**src/rtl/spq_pkg.sv**
```systemverilog
package spq_pkg;

  // Default sizes of the queue
  localparam int unsigned DefDepth         = 16;
  localparam int unsigned DefPriorityWidth = 16;
  localparam int unsigned DefTagWidth      = 32;

  // Operation codes carried by opcode_i
  localparam logic [1:0] OP_INSERT = 2'd0;
  localparam logic [1:0] OP_REMOVE = 2'd1;
  localparam logic [1:0] OP_CLEAR  = 2'd2;

  // Commands from the controller to the datapath
  typedef struct packed {
    logic load;   // capture the operation of an accepted transfer
    logic apply;  // update the entry cells and the result registers
  } spq_cmd_t;

endpackage

```
**src/rtl/spq_ctrl.sv**
```systemverilog
module spq_ctrl
  import spq_pkg::*;
(
  input  logic     clk_i,
  input  logic     rst_ni,
  input  logic     start_i,
  output logic     busy_o,
  output spq_cmd_t cmd_o
);

  typedef enum logic {
    ST_IDLE,
    ST_WORK
  } state_e;

  state_e state_q, state_d;

  // Accept in idle, then apply the operation in the work state
  always_comb begin
    state_d   = state_q;
    cmd_o     = '0;
    case (state_q)
      ST_IDLE: begin
        if (start_i) begin
          cmd_o.load = 1'b1;
          state_d    = ST_WORK;
        end
      end
      ST_WORK: begin
        cmd_o.apply = 1'b1;
        state_d     = ST_IDLE;
      end
      default: begin
        state_d = ST_IDLE;
      end
    endcase
  end

  always_ff @(posedge clk_i or negedge rst_ni) begin
    if (!rst_ni) begin
      state_q <= ST_IDLE;
    end else begin
      state_q <= state_d;
    end
  end

  assign busy_o = (state_q == ST_WORK);

endmodule

```
**src/rtl/spq_dpath.sv**
```systemverilog
module spq_dpath
  import spq_pkg::*;
#(
  parameter int unsigned DEPTH          = DefDepth,
  parameter int unsigned PRIORITY_WIDTH = DefPriorityWidth,
  parameter int unsigned TAG_WIDTH      = DefTagWidth,
  localparam int unsigned CntW          = $clog2(DEPTH + 1)
) (
  input  logic                      clk_i,
  input  logic                      rst_ni,
  input  spq_cmd_t                  cmd_i,
  input  logic [1:0]                opcode_i,
  input  logic [PRIORITY_WIDTH-1:0] priority_req_i,
  input  logic [TAG_WIDTH-1:0]      tag_i,
  output logic                      valid_o,
  output logic [PRIORITY_WIDTH-1:0] head_priority_o,
  output logic [TAG_WIDTH-1:0]      head_tag_o,
  output logic [CntW-1:0]           count_o,
  output logic                      empty_res_o,
  output logic                      error_o
);

  // Captured operation
  logic [1:0]                op_q;
  logic [PRIORITY_WIDTH-1:0] prio_q;
  logic [TAG_WIDTH-1:0]      tag_q;

  // Entry cells, slot 0 is the head
  logic [PRIORITY_WIDTH-1:0] cell_prio_q [DEPTH];
  logic [PRIORITY_WIDTH-1:0] cell_prio_d [DEPTH];
  logic [TAG_WIDTH-1:0]      cell_tag_q  [DEPTH];
  logic [TAG_WIDTH-1:0]      cell_tag_d  [DEPTH];

  logic [CntW-1:0] count_q, count_d;
  logic            full, err;
  logic [DEPTH-1:0] goes;

  // Result registers
  logic                      res_valid_q;
  logic [PRIORITY_WIDTH-1:0] res_prio_q, res_prio_d;
  logic [TAG_WIDTH-1:0]      res_tag_q, res_tag_d;
  logic [CntW-1:0]           res_cnt_q;
  logic                      res_empty_q, res_err_q;

  assign full = (count_q == CntW'(DEPTH));

  // Mark every cell at or behind the insert point: empty or lower priority
  always_comb begin
    for (int i = 0; i < DEPTH; i++) begin
      goes[i] = (CntW'(i) >= count_q) || (cell_prio_q[i] < prio_q);
    end
  end

  // Compare-and-shift step over all cells
  always_comb begin
    err     = 1'b0;
    count_d = count_q;
    for (int i = 0; i < DEPTH; i++) begin
      cell_prio_d[i] = cell_prio_q[i];
      cell_tag_d[i]  = cell_tag_q[i];
    end
    case (op_q)
      OP_INSERT: begin
        if (full) begin
          err = 1'b1;
        end else begin
          count_d = count_q + CntW'(1);
          for (int i = 0; i < DEPTH; i++) begin
            if (i > 0 && goes[(i > 0) ? i - 1 : 0]) begin
              cell_prio_d[i] = cell_prio_q[(i > 0) ? i - 1 : 0];
              cell_tag_d[i]  = cell_tag_q[(i > 0) ? i - 1 : 0];
            end else if (goes[i]) begin
              cell_prio_d[i] = prio_q;
              cell_tag_d[i]  = tag_q;
            end
          end
        end
      end
      OP_REMOVE: begin
        if (count_q == '0) begin
          err = 1'b1;
        end else begin
          count_d = count_q - CntW'(1);
          for (int i = 0; i < DEPTH - 1; i++) begin
            cell_prio_d[i] = cell_prio_q[i + 1];
            cell_tag_d[i]  = cell_tag_q[i + 1];
          end
        end
      end
      OP_CLEAR: begin
        count_d = '0;
      end
      default: begin
        count_d = count_q;
      end
    endcase
  end

  // Report zeros for the head of an empty queue
  always_comb begin
    if (count_d == '0) begin
      res_prio_d = '0;
      res_tag_d  = '0;
    end else begin
      res_prio_d = cell_prio_d[0];
      res_tag_d  = cell_tag_d[0];
    end
  end

  // Control state
  always_ff @(posedge clk_i or negedge rst_ni) begin
    if (!rst_ni) begin
      count_q     <= '0;
      res_valid_q <= 1'b0;
    end else begin
      res_valid_q <= cmd_i.apply;
      if (cmd_i.apply) begin
        count_q <= count_d;
      end
    end
  end

  // Payload: operation, cells and result
  always_ff @(posedge clk_i) begin
    if (cmd_i.load) begin
      op_q   <= opcode_i;
      prio_q <= priority_req_i;
      tag_q  <= tag_i;
    end
    if (cmd_i.apply) begin
      for (int i = 0; i < DEPTH; i++) begin
        cell_prio_q[i] <= cell_prio_d[i];
        cell_tag_q[i]  <= cell_tag_d[i];
      end
      res_prio_q  <= res_prio_d;
      res_tag_q   <= res_tag_d;
      res_cnt_q   <= count_d;
      res_empty_q <= (count_d == '0);
      res_err_q   <= err;
    end
  end

  assign valid_o         = res_valid_q;
  assign head_priority_o = res_prio_q;
  assign head_tag_o      = res_tag_q;
  assign count_o         = res_cnt_q;
  assign empty_res_o     = res_empty_q;
  assign error_o         = res_err_q;

endmodule

```
**src/rtl/sorted_priority_queue.sv**
```systemverilog
// Sorted priority queue of up to DEPTH entries (priority, tag). A transfer is
// taken when start_i is high and busy_o is low; opcode_i selects insert,
// remove head or clear (code 3 only reports status). Each operation is accepted
// in the idle state and applied in the work state: a row of compare-and-shift
// cells finds the insert point and moves every entry at once. The result is
// registered there and appears in the next cycle, with valid_o high for exactly
// one cycle; it is not held, so the receiver must take it then and cannot stall
// the queue. A new operation may be started in the cycle the previous result is
// shown, but not while busy_o is high. Equal priorities leave in arrival order;
// the head reads as zero when the queue is empty, and error_o flags a remove on
// an empty queue or an insert into a full one, which change nothing.
module sorted_priority_queue
  import spq_pkg::*;
#(
  parameter int unsigned DEPTH          = DefDepth,
  parameter int unsigned PRIORITY_WIDTH = DefPriorityWidth,
  parameter int unsigned TAG_WIDTH      = DefTagWidth,
  localparam int unsigned CntW          = $clog2(DEPTH + 1)
) (
  input  logic                      clk_i,
  input  logic                      rst_ni,
  input  logic                      start_i,
  output logic                      busy_o,
  input  logic [1:0]                opcode_i,
  input  logic [PRIORITY_WIDTH-1:0] priority_req_i,
  input  logic [TAG_WIDTH-1:0]      tag_i,
  output logic                      valid_o,
  output logic [PRIORITY_WIDTH-1:0] head_priority_o,
  output logic [TAG_WIDTH-1:0]      head_tag_o,
  output logic [CntW-1:0]           count_o,
  output logic                      empty_res_o,
  output logic                      error_o
);

  spq_cmd_t cmd;

  spq_ctrl u_ctrl (
    .clk_i   (clk_i),
    .rst_ni  (rst_ni),
    .start_i (start_i),
    .busy_o  (busy_o),
    .cmd_o   (cmd)
  );

  spq_dpath #(
    .DEPTH          (DEPTH),
    .PRIORITY_WIDTH (PRIORITY_WIDTH),
    .TAG_WIDTH      (TAG_WIDTH)
  ) u_dpath (
    .clk_i           (clk_i),
    .rst_ni          (rst_ni),
    .cmd_i           (cmd),
    .opcode_i        (opcode_i),
    .priority_req_i  (priority_req_i),
    .tag_i           (tag_i),
    .valid_o         (valid_o),
    .head_priority_o (head_priority_o),
    .head_tag_o      (head_tag_o),
    .count_o         (count_o),
    .empty_res_o     (empty_res_o),
    .error_o         (error_o)
  );

endmodule

```
**config.mk**
```make
export PLATFORM = sky130hd
export DESIGN_NAME = sorted_priority_queue
export DESIGN_NICKNAME = d
export VERILOG_FILES = /design/src/rtl/spq_pkg.sv /design/src/rtl/spq_ctrl.sv /design/src/rtl/spq_dpath.sv /design/src/rtl/sorted_priority_queue.sv
export SDC_FILE = /design/constraint.sdc
export NUM_CORES = 2
export LEC_CHECK = 0
export BUFFER_PORTS_ARGS = -buffer_cell sky130_fd_sc_hd__buf_2
export CAP_MARGIN = 20
export CORE_UTILIZATION = 60
export CTS_CLUSTER_DIAMETER = 80
export CTS_CLUSTER_SIZE = 14
export DETAILED_ROUTE_END_ITERATION = 8
export GPL_TIMING_DRIVEN = 0
export PLACE_DENSITY = 0.77
export SETUP_SLACK_MARGIN = 0.1
export SYNTH_ARGS = -nofsm -noshare
export SYNTH_HDL_FRONTEND = slang
export SYNTH_SLANG_ARGS = --single-unit
```
**constraint.sdc**
```tcl
create_clock -name clk_i -period 14.2 [get_ports clk_i]
set_input_delay 2.84 -clock clk_i [delete_from_list [all_inputs] [get_ports clk_i]]
set_output_delay 2.84 -clock clk_i [all_outputs]
set_load 0.01 [all_outputs]
```
* Word level (Yosys, flattened, before mapping)
Memory sizes are Yosys's and may differ from the RTL's.
Index checks and enable logic that the tools add are counted.
** Word-level totals
- Register bits :: 112
- Logic and storage cells :: 152
- Output and inout bits :: 57
- Memories kept :: 2
- Bits in writable memories :: 768
** Operators by class
- Mux-type cells :: 82
- Reduce and logical (&&, ||, !) cells :: 19
- $lt $le $gt $ge :: 32
- Bitwise operators :: 1
- Equal/unequal tests :: 3
- Add/subtract/negate cells :: 2
** Memories
- u_dpath.cell_tag_q :: words 16, width 32, rd ports 16, clocked after Yosys merged registers in 0, wr ports 16, RTL line spq_dpath.sv:31 : logic [TAG_WIDTH-1:0] cell_tag_q [DEPTH];
- u_dpath.cell_prio_q :: words 16, width 16, rd ports 16, clocked after Yosys merged registers in 0, wr ports 16, RTL line spq_dpath.sv:29 : logic [PRIORITY_WIDTH-1:0] cell_prio_q [DEPTH];
** Operators by type and width (count)
- 2-to-1 mux 32 bit :: 32
- case mux 480 bit (2 select lines) :: 1
- 2-to-1 mux 16 bit :: 32
- 2-to-1 mux 512 bit :: 1
- 2-to-1 mux 480 bit :: 1
- case mux 240 bit (2 select lines) :: 1
- less-than comparator 16 bit :: 16
- 2-to-1 mux 256 bit :: 1
- 2-to-1 mux 240 bit :: 1
- greater-or-equal comparator 4 x 5 -> 1 bit, first input constant :: 8
- greater-or-equal comparator 3 x 5 -> 1 bit, first input constant :: 4
- logical OR 1 bit :: 16
- case mux 5 bit (3 select lines) :: 1
- greater-or-equal comparator 1 x 5 -> 1 bit, first input constant :: 2
- greater-or-equal comparator 2 x 5 -> 1 bit, first input constant :: 2
- logical NOT 5 bit :: 2
- 2-to-1 mux 5 bit :: 2
- 2-to-1 mux 1 bit :: 7
- adder 5 x 1 -> 5 bit, second input constant :: 1
- equality test 5 bit, second input constant :: 1
- subtractor 5 x 1 -> 5 bit, second input constant :: 1
- case mux 1 bit (2 select lines) :: 2
- equality test 2 x 1 -> 1 bit, second input constant :: 1
- equality test 2 bit, second input constant :: 1
- other kinds (2) :: 2

* Logic depth before layout (Yosys ltp)
- Depth after elaboration :: 6
- Gate-level depth with buffers :: 14
- Mapped depth without buffers :: 9

* Hierarchy
Synthesis repeated with hierarchy kept, for this count alone.
** Unflattened totals
- Cells, all modules :: 5068
- Area total of the unflattened synthesis :: 53337.4 um2
** By module, submodules not included
- spq_dpath :: cells an instance 5064, area each 53283.6 um2, times used 1
- spq_ctrl :: cells an instance 4, area each 53.8 um2, times used 1

* Worst setup path after synthesis
OpenSTA, ideal clock, no wires.
- Path kind :: register to register
- Start :: reg u_ctrl.state_q, in the netlist u_ctrl.busy_o
- End :: mem u_dpath.cell_prio_q[0][32] in the netlist's numbering, enable pin
- Slack :: 8.013 ns
- Arrival time :: 5.705 ns
- Library setup time :: 0.483 ns
- Data required time :: 13.717 ns
- Cell stages (with the launch flop) :: 5
- Cells stage by stage :: dfrtp_1 > clkbuf_1 > nand2_1 > buf_1 > a31oi_1
** RTL lines
- start, declared :: RTL line spq_ctrl.sv:16 : state_e state_q, state_d;
- start signal, assigned :: RTL line spq_ctrl.sv:43 : state_q <= state_d;
- end, declared :: RTL line spq_dpath.sv:29

==> metrics.json <==
{
  "dr_total_vias": 37200,
  "p_leak_uw": 0.0186,
  "drt-total-wl_mm": 155,
  "cts_sinks": 880,
  "clock_skew_ns": 0.0403,
  "power_report.internal_total_uw": 5020,
  "worstHoldEndpoint": "u_dpath.cell_tag_q[7][11]",
  "detail_route.first_pass.iterations": 6,
  "detailed_placement_wirelength_estimate_mm": 117,
  "power.density_cell_area_nw_per_um2": 145,
  "cts_made_buffers": 73,
  "htree_levels": 3,
  "dp_cells": 5396,
  "critical_path.startpoint": "u_dpath.prio_q[7]",
  "cts_resized": 0,
  "power_frac_clock": 0.255,
  "top_level_port_count": 110,
  "worst_slew_margin_rel": 0.139,
  "hold_path.class": "reg2reg",
  "synth_area_per_cell_um2": 11.4,
  "status": "finished clean",
  "min_period_over_period": 0.465,
  "drv_slew": 0,
  "synth-async-reset-ratio": 0.00795,
  "met1Wirelength_mm": 58.6,
  "drtAntennaViolNets": 0,
  "number_of_flops_mapped_to_enable_cells_by_yosys": 873,
  "clock_latency_ns": 0.67,
  "cts_tree": "built",
  "worst_ep_required_time_ns": 14.57,
  "regToRegEndpoint": "u_dpath.cell_tag_q[1][13]",
  "synth_cell_type_count": 62,
  "post_synth_instance_area_um2": 48000,
  "share_of_cells_above_drive_strength_1": 0.0815,
  "share_comb_of_total_power": 0.297,
  "initial_utilization": 0.607,
  "area_delta_synth_final_pct": 10.0,
  "worst_setup_path_start_kind": "register",
  "fp.dieH_um": 285,
  "grt_use_total": 0.375,
  "synth-main-ff-cell": "sky130_fd_sc_hd__edfxtp_1",
  "cts-hold-fix-buffers": 0,
  "fp-row-count": 103,
  "routedWlPerCell_um": 28.3,
  "ys_seq_area_frac": 0.549,
  "worst_hold_path.num_cells": 2,
  "worstSetupPathType": "reg2reg",
  "power_uw": 7640,
  "setup.reg_to_reg.worst_slack_ns": 7.60,
  "fp.dieArea_um2": 81200,
  "critPathArrivalTime_ns": 6.97,
  "routed-wl-met2_mm": 70.6,
  "setup-tns-final_ns": 0,
  "global_route_wire_length_before_repair_mm": 228,
  "synthesis.yosys.warnings": 0,
  "instances_no_fill": 5491,
  "cts_setup_buffers": 0,
  "filler_cell_count": 6131,
  "layout.cell_area.non_filler_um2": 52800,
  "switching_share": 0.343,
  "worstMarginPinSlew_ns": 1.28,
  "drc_errors": 0,
  "nNetsFinal": 4720,
  "synth.net_count": 4507,
  "cell_area_after_placement_um2": 50800,
  "final_setup_violating_endpoints": 0,
  "post_drt_via_cell_ratio": 6.77,
  "endpoint_kind": "register",
  "power.switching_uw": 2620,
  "sequentialPowerShare": 0.448,
  "design.core.area_um2": 79100,
  "ctsRootBufferMaster": "sky130_fd_sc_hd__clkbuf_16",
  "postSynthCellCount": 4209,
  "path_clk_slew_ns": 0.06,
  "route.top_layer_used": "met4",
  "gr-total-overflow": 0,
  "fmax_ghz": 0.152,
  "number_of_max_cap_violations": 0,
  "rsz0062_at_grt": "false",
  "initialDrtViolationCount": 5141,
  "met3_wirelength_mm": 13.8,
  "via_count_of_the_first_global_routing_pass": 37100,
  "n_antenna_cell": 0,
  "max_ir_drop_vdd_mv": 0.114,
  "gp_congestion": 0.952,
  "floorplan.die.width_um": 285,
  "synth_seq_cells": 880,
  "grt_start_max_net_pins": 73,
  "cp_max_fo": 18,
  "cts_max_path_buffers": 3,
  "reg2reg_depth": 15,
  "final_hold_viol_count": 0,
  "io_buffers": 109,
  "hp-start": "u_dpath.cell_tag_q[7][43]",
  "number_of_antenna_violations_at_the_first_check_in_global_routing": 0,
  "timing.final.crit_period_ns": 6.60,
  "crit-reg2reg-launch": "u_dpath.prio_q[7]"
}
==> cell families (layout without fill, tap and decap cells) <==
family / Yosys count / after routing / synth area share
flops: 880 / 880 / 0.549
mux: 723 / 723 / 0.152
buf+inv: 390 / 622 / 0.0324
compound gates: 1041 / 1041 / 0.122
simple gates: 929 / 929 / 0.0802
xor+xnor: 1 / 1 / 0.000182
fa+ha+maj: 245 / 245 / 0.0638
==> flip-flops by register name, summed over array words and instances, names as in the netlist, 2 cells and up <==
name / cells
u_dpath.prio_q: 16
u_dpath.cell_tag_q: 512
u_dpath.cell_prio_q: 256
u_dpath.head_priority_o: 16
u_dpath.count_o: 5
u_dpath.tag_q: 32
u_dpath.head_tag_o: 32
u_dpath.op_q: 2
u_dpath.count_q: 5
==> Yosys cell counts (16+ instances only) <==
library cell                 n  area share
sky130_fd_sc_hd__edfxtp_1  873        0.55
sky130_fd_sc_hd__nand2_1   730       0.057
sky130_fd_sc_hd__o21ai_0   711       0.074
sky130_fd_sc_hd__mux2i_1   673        0.14
sky130_fd_sc_hd__clkbuf_1  245       0.019
sky130_fd_sc_hd__ha_1      245       0.064
sky130_fd_sc_hd__a21oi_1   114       0.012
sky130_fd_sc_hd__nor2_1     65      0.0051
sky130_fd_sc_hd__buf_2      57      0.0059
sky130_fd_sc_hd__inv_1      56      0.0044
sky130_fd_sc_hd__mux2_2     50       0.012
sky130_fd_sc_hd__a22o_1     48      0.0088
sky130_fd_sc_hd__a221oi_1   37      0.0067
sky130_fd_sc_hd__nand4_1    30      0.0039
sky130_fd_sc_hd__buf_1      27      0.0021
sky130_fd_sc_hd__nand3_1    26      0.0027
sky130_fd_sc_hd__a31oi_1    25      0.0033
sky130_fd_sc_hd__a21o_1     19      0.0030
sky130_fd_sc_hd__nand2b_1   18      0.0023
sky130_fd_sc_hd__o21ai_1    16      0.0017
==> metal layers <==
layer  vias up  GRT usage
met5         -          0
met4         0      0.251
met3       502     0.0573
met2      2387      0.592
met1     18200      0.484
li1      16100          -
==> stage by stage <==
step	hold WS, ns	utilization	setup slack [ns]
after global placement	0.502	0.631	4.37
after CTS	0.529	0.668	7.74
after floorplan	0.496	-	8.01
final	0.524	0.668	7.60
after global routing	0.548	0.668	7.49
after detailed placement	0.513	0.642	7.77
==> worst max path at each step <==
stage | end | slack (ns) | cells past startpoint
floorplan | u_dpath.cell_prio_q[0][32] | 8.01 | 4
global placement | u_dpath.cell_prio_q[1][105] | 4.37 | 4
detailed placement | u_dpath.cell_tag_q[1][15] | 7.77 | 15
CTS | u_dpath.cell_tag_q[1][23] | 7.74 | 15
global route | u_dpath.cell_tag_q[1][23] | 7.49 | 15
finish | u_dpath.cell_tag_q[1][13] | 7.60 | 15
==> power groups by stage <==
stage	Sequential (uW)	Clock (uW)	Combinational [uW]
floorplan	3430	0	1450
global placement	3500	0	2060
detailed placement	3470	0	2180
CTS	3410	1940	2190
global route	3440	2010	2400
finish	3420	1950	2270
==> critical path: stages (launching register included) <==
cell,delay (ns)
sky130_fd_sc_hd__edfxtp_1,0.32
sky130_fd_sc_hd__clkbuf_1,0.64
sky130_fd_sc_hd__clkbuf_1,0.59
sky130_fd_sc_hd__inv_1,0.55
sky130_fd_sc_hd__ha_1,0.48
sky130_fd_sc_hd__a21oi_1,0.12
sky130_fd_sc_hd__o21ai_0,0.20
sky130_fd_sc_hd__a221oi_1,0.51
sky130_fd_sc_hd__a21oi_1,0.13
sky130_fd_sc_hd__o21ai_1,0.49
sky130_fd_sc_hd__buf_2,0.46
sky130_fd_sc_hd__buf_2,0.49
sky130_fd_sc_hd__inv_1,0.21
sky130_fd_sc_hd__a31oi_4,0.65
sky130_fd_sc_hd__buf_16,0.25
sky130_fd_sc_hd__buf_16,0.18
==> placed cells by master, fill, tap and decap left out, types with 7 or more instances in the layout <==
cell	count
sky130_fd_sc_hd__clkbuf_16	73
sky130_fd_sc_hd__inv_1	56
sky130_fd_sc_hd__a21oi_1	113
sky130_fd_sc_hd__mux2_2	50
sky130_fd_sc_hd__and4_1	10
sky130_fd_sc_hd__clkbuf_1	255
sky130_fd_sc_hd__nor2b_1	13
sky130_fd_sc_hd__a221oi_1	37
sky130_fd_sc_hd__nand2_1	730
sky130_fd_sc_hd__a21o_1	19
sky130_fd_sc_hd__a22o_1	48
sky130_fd_sc_hd__a221o_1	9
sky130_fd_sc_hd__nand2b_1	18
sky130_fd_sc_hd__a22oi_1	7
sky130_fd_sc_hd__buf_12	8
sky130_fd_sc_hd__nand3_1	26
sky130_fd_sc_hd__edfxtp_1	873
sky130_fd_sc_hd__nor3_1	10
sky130_fd_sc_hd__a31oi_1	13
sky130_fd_sc_hd__ha_1	245
sky130_fd_sc_hd__a31oi_4	12
sky130_fd_sc_hd__o21ai_1	16
sky130_fd_sc_hd__buf_1	27
sky130_fd_sc_hd__o21ai_0	711
sky130_fd_sc_hd__mux2i_1	673
sky130_fd_sc_hd__buf_2	167
sky130_fd_sc_hd__nor2_1	65
sky130_fd_sc_hd__nand4_1	30
sky130_fd_sc_hd__buf_16	17
==> final cells by class <==
cell class                      count  area, um^2  share of cell area
Clock buffer                       83        1860              0.0353
Inverter                           56         210             0.00398
Tap cell                         1050        1310              0.0249
Timing Repair Buffer              138        1220              0.0232
Buffer                            334        1350              0.0255
Sequential cell                   880       26400               0.500
Clock inverter                     11         174             0.00329
Multi-Input combinational cell   2939       20300               0.384
Power figures use the tool's default switching activity.
